$ cat src/hdl/age_sort_pkg.sv
package age_sort_pkg;

    // field widths of the channels
    localparam int unsigned IssueW = 32;
    localparam int unsigned SlotW  = 5;
    localparam int unsigned CountW = 5;

    typedef enum logic {
        ST_LOAD = 1'b0,
        ST_EMIT = 1'b1
    } state_t;

    typedef struct packed {
        logic load;   // slot transaction accepted
        logic close;  // accepted slot closes the set
        logic pop;    // result transaction accepted
    } cmd_t;

    typedef struct packed {
        logic final_entry;  // head entry is the last one to go out
    } status_t;

endpackage

$ cat src/hdl/age_order_entry_sorter_unit.sv
// channel  | direction | fields
// s_       | in        | busy_req, issue_number, last_slot
// m_       | out       | slot_index, ordered_issue_number, busy_count, empty_res, last_result
//
// slots are taken one per cycle and placed into a sorted insertion chain on arrival
// the slot transaction with last_slot set closes the set; results then leave one per
// cycle from the head of the chain, max(busy slots, 1) results in all, slots wait meanwhile
// a stall on m_ready holds the head entry; no slot is taken until the last result goes
// aresetn (synchronous) empties the chain and the slot counter
module age_order_entry_sorter_unit #(
    parameter int unsigned ENTRIES  = 16,
    parameter int unsigned KEY_BITS = 32
) (
    input  logic        aclk,
    input  logic        aresetn,
    input  logic        s_valid,
    output logic        s_ready,
    input  logic        s_busy_req,
    input  logic [31:0] s_issue_number,
    input  logic        s_last_slot,
    output logic        m_valid,
    input  logic        m_ready,
    output logic [4:0]  m_slot_index,
    output logic [31:0] m_ordered_issue_number,
    output logic [4:0]  m_busy_count,
    output logic        m_empty_res,
    output logic        m_last_result
);

    age_sort_pkg::cmd_t    cmd;
    age_sort_pkg::status_t status;

    age_sort_ctrl u_ctrl (
        .aclk        (aclk),
        .aresetn     (aresetn),
        .s_valid     (s_valid),
        .s_last_slot (s_last_slot),
        .s_ready     (s_ready),
        .m_valid     (m_valid),
        .m_ready     (m_ready),
        .status      (status),
        .cmd         (cmd)
    );

    age_sort_dp #(
        .ENTRIES  (ENTRIES),
        .KEY_BITS (KEY_BITS)
    ) u_dp (
        .aclk                   (aclk),
        .aresetn                (aresetn),
        .cmd                    (cmd),
        .status                 (status),
        .s_busy_req             (s_busy_req),
        .s_issue_number         (s_issue_number),
        .m_slot_index           (m_slot_index),
        .m_ordered_issue_number (m_ordered_issue_number),
        .m_busy_count           (m_busy_count),
        .m_empty_res            (m_empty_res),
        .m_last_result          (m_last_result)
    );

endmodule

$ cat src/hdl/age_sort_ctrl.sv
module age_sort_ctrl (
    input  logic                  aclk,
    input  logic                  aresetn,
    input  logic                  s_valid,
    input  logic                  s_last_slot,
    output logic                  s_ready,
    output logic                  m_valid,
    input  logic                  m_ready,
    input  age_sort_pkg::status_t status,
    output age_sort_pkg::cmd_t    cmd
);

    age_sort_pkg::state_t state_reg;
    age_sort_pkg::state_t state_next;

    always_ff @(posedge aclk) begin
        if (!aresetn) begin
            state_reg <= age_sort_pkg::ST_LOAD;
        end else begin
            state_reg <= state_next;
        end
    end

    always_comb begin
        state_next = state_reg;
        unique case (state_reg)
            age_sort_pkg::ST_LOAD: begin
                if (s_valid && s_last_slot) begin
                    state_next = age_sort_pkg::ST_EMIT;
                end
            end
            age_sort_pkg::ST_EMIT: begin
                if (m_ready && status.final_entry) begin
                    state_next = age_sort_pkg::ST_LOAD;
                end
            end
            default: state_next = age_sort_pkg::ST_LOAD;
        endcase
    end

    always_comb begin
        s_ready   = 1'b0;
        m_valid   = 1'b0;
        cmd.load  = 1'b0;
        cmd.close = 1'b0;
        cmd.pop   = 1'b0;
        unique case (state_reg)
            age_sort_pkg::ST_LOAD: begin
                s_ready   = 1'b1;
                cmd.load  = s_valid;
                cmd.close = s_valid && s_last_slot;
            end
            age_sort_pkg::ST_EMIT: begin
                m_valid = 1'b1;
                cmd.pop = m_ready;
            end
            default: begin
                s_ready = 1'b0;
            end
        endcase
    end

endmodule

$ cat src/hdl/age_sort_dp.sv
module age_sort_dp #(
    parameter int unsigned ENTRIES  = 16,
    parameter int unsigned KEY_BITS = 32
) (
    input  logic                                   aclk,
    input  logic                                   aresetn,
    input  age_sort_pkg::cmd_t                     cmd,
    output age_sort_pkg::status_t                  status,
    input  logic                                   s_busy_req,
    input  logic [age_sort_pkg::IssueW-1:0]        s_issue_number,
    output logic [age_sort_pkg::SlotW-1:0]         m_slot_index,
    output logic [age_sort_pkg::IssueW-1:0]        m_ordered_issue_number,
    output logic [age_sort_pkg::CountW-1:0]        m_busy_count,
    output logic                                   m_empty_res,
    output logic                                   m_last_result
);

    localparam int unsigned KeyW  = (KEY_BITS > age_sort_pkg::IssueW) ?
                                    age_sort_pkg::IssueW : KEY_BITS;
    localparam int unsigned SlotW = (ENTRIES > 1) ? $clog2(ENTRIES) : 1;
    localparam int unsigned CntW  = $clog2(ENTRIES + 1);

    logic [KeyW-1:0]  key_reg   [ENTRIES];
    logic [KeyW-1:0]  key_next  [ENTRIES];
    logic [SlotW-1:0] slot_reg  [ENTRIES];
    logic [SlotW-1:0] slot_next [ENTRIES];
    logic [CntW-1:0]  count_reg;
    logic [CntW-1:0]  count_next;
    logic [CntW-1:0]  total_reg;
    logic [CntW-1:0]  total_next;
    logic [CntW-1:0]  slot_cnt_reg;
    logic [CntW-1:0]  slot_cnt_next;

    logic [KeyW-1:0]  new_key;
    logic [SlotW-1:0] new_slot;
    logic             insert;
    logic [CntW-1:0]  count_ins;
    logic [ENTRIES-1:0] gt;

    assign new_key  = s_issue_number[KeyW-1:0];
    assign new_slot = slot_cnt_reg[SlotW-1:0];
    // slot counter never passes ENTRIES, and while loading count never passes the slot counter
    assign insert   = cmd.load && s_busy_req && (slot_cnt_reg < CntW'(ENTRIES));
    assign count_ins = count_reg + CntW'(insert);

    // entries strictly larger than the new key form a suffix of the valid part
    always_comb begin
        for (int i = 0; i < ENTRIES; i++) begin
            gt[i] = (CntW'(i) < count_reg) && (key_reg[i] > new_key);
        end
    end

    always_comb begin
        logic gt_prev;
        for (int i = 0; i < ENTRIES; i++) begin
            gt_prev      = (i == 0) ? 1'b0 : gt[(i == 0) ? 0 : i - 1];
            key_next[i]  = key_reg[i];
            slot_next[i] = slot_reg[i];
            if (insert) begin
                if (gt_prev) begin
                    key_next[i]  = key_reg[(i == 0) ? 0 : i - 1];
                    slot_next[i] = slot_reg[(i == 0) ? 0 : i - 1];
                end else if (gt[i] || (count_reg == CntW'(i))) begin
                    key_next[i]  = new_key;
                    slot_next[i] = new_slot;
                end
            end else if (cmd.pop && (i < ENTRIES - 1)) begin
                key_next[i]  = key_reg[(i < ENTRIES - 1) ? i + 1 : i];
                slot_next[i] = slot_reg[(i < ENTRIES - 1) ? i + 1 : i];
            end
        end
    end

    always_comb begin
        count_next    = count_reg;
        total_next    = total_reg;
        slot_cnt_next = slot_cnt_reg;
        if (cmd.load) begin
            count_next = count_ins;
            if (slot_cnt_reg < CntW'(ENTRIES)) begin
                slot_cnt_next = slot_cnt_reg + CntW'(1);
            end
            if (cmd.close) begin
                total_next    = count_ins;
                slot_cnt_next = '0;
            end
        end else if (cmd.pop && (count_reg != '0)) begin
            count_next = count_reg - CntW'(1);
        end
    end

    always_ff @(posedge aclk) begin
        if (!aresetn) begin
            count_reg    <= '0;
            total_reg    <= '0;
            slot_cnt_reg <= '0;
        end else begin
            count_reg    <= count_next;
            total_reg    <= total_next;
            slot_cnt_reg <= slot_cnt_next;
        end
    end

    always_ff @(posedge aclk) begin
        key_reg  <= key_next;
        slot_reg <= slot_next;
    end

    assign status.final_entry = (count_reg <= CntW'(1));

    assign m_empty_res            = (total_reg == '0);
    assign m_slot_index           = m_empty_res ? age_sort_pkg::SlotW'(ENTRIES)
                                                : age_sort_pkg::SlotW'(slot_reg[0]);
    assign m_ordered_issue_number = m_empty_res ? '0 : age_sort_pkg::IssueW'(key_reg[0]);
    assign m_busy_count           = age_sort_pkg::CountW'(total_reg);
    assign m_last_result          = (count_reg <= CntW'(1));

endmodule

$ cat config.mk
export PLATFORM = sky130hd
export DESIGN_NAME = age_order_entry_sorter_unit
export DESIGN_NICKNAME = d
export VERILOG_FILES = /design/src/hdl/age_sort_pkg.sv /design/src/hdl/age_order_entry_sorter_unit.sv /design/src/hdl/age_sort_ctrl.sv /design/src/hdl/age_sort_dp.sv
export SDC_FILE = /design/constraint.sdc
export NUM_CORES = 2
export LEC_CHECK = 0
export ABC_AREA = 1
export BUFFER_PORTS_ARGS = -buffer_cell sky130_fd_sc_hd__buf_2
export CAP_MARGIN = 20
export CORE_MARGIN = 3
export CORE_UTILIZATION = 30
export DETAILED_ROUTE_END_ITERATION = 6
export PLACE_DENSITY = 0.45
export SYNTH_ARGS = -nofsm -noshare
export SYNTH_HDL_FRONTEND = slang
export SYNTH_SLANG_ARGS = --single-unit
$ cat constraint.sdc
create_clock -name aclk -period 4.5 [get_ports aclk]
set_input_delay 0.225 -clock aclk [delete_from_list [all_inputs] [get_ports aclk]]
set_output_delay 0.225 -clock aclk [all_outputs]
set_load 0.02 [all_outputs]
==> flow_metrics.py <==
metrics = {
    "floorplanning": {
        "dieWidth_um": 396,
        "pin_count": 84,
        "initial_core_util_pct": 30.3,
        "core_sq_um": 150000,
        "dieArea_sq_um": 157000,
        "dieHeight_um": 396,
        "rows": 142,
    },
    "cells_and_area": {
        "drive_gt1_share_pct": 5.80,
        "area_delta_synth_final_pct": 11.5,
        "fin_util_pct": 33.8,
        "antenna_cells": 0,
        "largest_reg_flops": 512,
        "nets": 6690,
    },
    "routing": {
        "routed_wl_um": 137000,
        "routedWlPerCell_um": 16.7,
        "drt_iter0_markers": 2330,
        "drtAntennaViolNets": 0,
        "drc": 2,
        "avgViaCountPerCell": 4.68,
        "vias": 38425,
        "firstDrtPassIters": 7,
    },
    "critical_path": {
        "critPathTopFamily": "buffers and inverters",
        "cp_num_buf_inv": 4,
        "crit_top_cell": "nand2_1",
        "r2r-start": "u_ctrl.state_reg",
        "slowest_stage": "inv_8",
        "slowest_delay_ps": 610,
        "r2r_setup_slack_ps": 620,
        "r2r_cells": 12,
        "crit_chain": "inv_1, nand2_1, clkinv_1, nand3_4, inv_8, ha_1, ha_1, nand2_1, xor2_1, nand2_1, a31oi_1, dlygate4sd3_1",
        "cp_max_fo": 86,
        "cp-start-kind": "flip-flop",
        "arrival_ps": 4490,
        "path_class": "reg2reg",
        "cp-startpoint": "u_ctrl.state_reg",
        "critPathRequiredTime_ps": 5110,
        "r2r_end": "u_dp.count_reg[4]",
        "worst_setup_path_end_kind": "flip-flop",
    },
    "global_routing": {
        "grt_usage_pct": 17.2,
        "grt_max_degree": 178,
        "grt-ovfl-total": 0,
        "grt_pass1_wl_um": 219000,
        "antenna_found_initial": 2,
        "grt_pass1_vias": 38926,
    },
    "yosys": {
        "avgSynthCellArea_sq_um": 7.43,
        "synth_top_cell_area_share_pct": 38.0,
        "yosysTopAreaCell": "edfxtp_1",
        "synth_nets": 6695,
        "synth_edf_count": 576,
        "ys_seq_elements": 592,
        "ys_top_cells_by_area": "edfxtp_1 (38%), nand2_1 (18%), ha_1 (14%), nand3_1 (12%), inv_1 (5.6%)",
        "yosysMostFrequentCell": "nand2_1",
        "netlist_top_cells_count": "nand2_1 (2226), nand3_1 (1070), inv_1 (684), edfxtp_1 (576), ha_1 (520)",
        "ys_types": 48,
        "synthArstFlopShare_pct": 0,
        "seq_area_frac_synth_pct": 38.7,
        "synth_ff_type": "edfxtp_1",
        "synth_cells": 6137,
        "netlist_area_sq_um": 45600,
        "yosysWarningCount": 0,
    },
    "outcome": {
        "status": "complete, but fails checks",
        "failed_checks": "DRC",
    },
    "min_path": {
        "min_to": "u_dp.count_reg[0]",
        "min_delay_path_depth": 4,
        "hold_path_class": "in2reg",
        "min_from": "s_valid",
    },
    "sta": {
        "final_hold_viol_count": 0,
        "max_slew.worst_pin.slew_ps": 1000,
        "setup_viol": 0,
        "fin_tns_setup_ps": 0,
        "fmax_ghz": 0.258,
        "relSlewSlack_pct": 33.0,
        "slew_violations": 0,
        "period_minus_slack_ps": 3880,
        "finalCritPeriodShare_pct": 86.3,
        "finClkSkew_ps": 25.0,
        "rsz0062_at_grt": "no",
        "holdWs_ps": 177,
    },
    "pwr": {
        "leakagePower_nw": 25.4,
        "p_per_area_nw_per_um2": 350,
        "peakVddDrop_uv": 210,
    },
    "placement": {
        "routabilityCongestion": 0.836,
        "dp_hpwl_um": 102000,
        "port_buffers": 83,
    },
    "clock_tree": {
        "cts.path.max_buffers": 3,
        "h-tree-depth": 3,
        "clk_pin_slew_ps": 60,
        "cts_tree": "done",
        "numCtsBuffers": 81,
        "postCtsSetupBuffers": 0,
        "insertion_delay_ps": 660,
        "ctsResizeCount": 0,
        "cts-root-buf": "clkbuf_16",
        "cts.sinks": 592,
    },
    "flow_run": {
        "drv_cap": 0,
    },
}
-- cell type report --
class	count	area (sq um)
flip-flops and latches	592	17600
repair buffers	224	1710
well taps	2016	2520
multi-input cells	4506	23800
clock buffers	108	2230
inverters	727	2740
fillers	16067	99500
clock inverters	36	213
-- tightest hold or removal path, cell delays in order --
cell	delay, ps
buf_2	80
nand2_1	200
o21ai_0	230
a211oi_1	50
-- power by group --
part / internal (mW) / switching [mW] / total (mW) / leakage (nW)
Sequential: 6.72 / 0.355 / 7.08 / 5.44
Combinational: 1.41 / 3.14 / 4.55 / 18.7
Clock: 3.57 / 2.59 / 6.16 / 1.20
Total: 11.7 / 6.08 / 17.8 / 25.4
-- placed cells by master, fill, tap and decap left out, types with 3 or more instances in the layout --
cell type | netlist | routed
a211oi_1 | 3 | 3
a21o_1 | 20 | 20
a21oi_1 | 265 | 265
a21oi_2 | 6 | 3
a21oi_4 | 3 | 6
buf_12 | 0 | 18
buf_2 | 131 | 83
buf_4 | 18 | 119
clkbuf_1 | 143 | 21
clkbuf_16 | 0 | 85
clkinv_1 | 37 | 57
clkinv_2 | 0 | 12
dfxtp_1 | 16 | 16
dlygate4sd3_1 | 0 | 4
edfxtp_1 | 576 | 576
ha_1 | 520 | 520
inv_1 | 684 | 684
inv_2 | 5 | 4
nand2_1 | 2226 | 2220
nand2_2 | 4 | 10
nand3_1 | 1070 | 1070
nand4_1 | 36 | 36
nor2_1 | 220 | 220
nor3_1 | 5 | 5
o21a_1 | 20 | 20
o21ai_0 | 79 | 79
xor2_1 | 4 | 4
-- through the flow --
step           cell area (sq um)  setup slack (ps)  power (mW)  std cells
2_1_floorplan              45600               892        10.4       6137
3_3_place_gp               48300               630        11.7       8061
3_5_place_dp               48300               611        11.8       8061
4_1_cts                    50800               672        18.1       8209
5_1_grt                    50800               343        18.9       8209
6_report                   50800               618        17.8       8209
-- kinds of logic after synthesis --
logic type | Yosys count | share of synthesized area [%]
buf+inv | 1039 | 9.24
fa+ha+maj | 520 | 14.3
compound gates | 411 | 5.05
simple gates | 3570 | 32.7
flops | 592 | 38.7
xor+xnor | 5 | 0.0961
-- worst max path at each step --
stage | slack, ps | cells past startpoint | end
2_1_floorplan | 890 | 13 | u_dp.key_reg[480]
3_3_place_gp | 630 | 15 | u_dp.key_reg[27]
3_5_place_dp | 610 | 15 | u_dp.key_reg[26]
4_1_cts | 670 | 12 | u_dp.count_reg[4]
5_1_grt | 340 | 12 | u_dp.count_reg[4]
6_report | 620 | 12 | u_dp.count_reg[4]
-- repair_timing --
item / 4_1_cts / 5_1_grt
setup endpoints to repair: 0 / 0
endpoints found under the hold margin: 16 / 0
hold buffers: 4 / 0
-- per-layer routing --
layer	share of wire, %	routed length, um	global-route usage, %
met2	47	64700	29.8
met3	4.2	5800	2.32
met5	0.053	73	0.369
met1	47	64000	22.5
met4	1.7	2310	3.85
(Power assumes the default switching activity.)
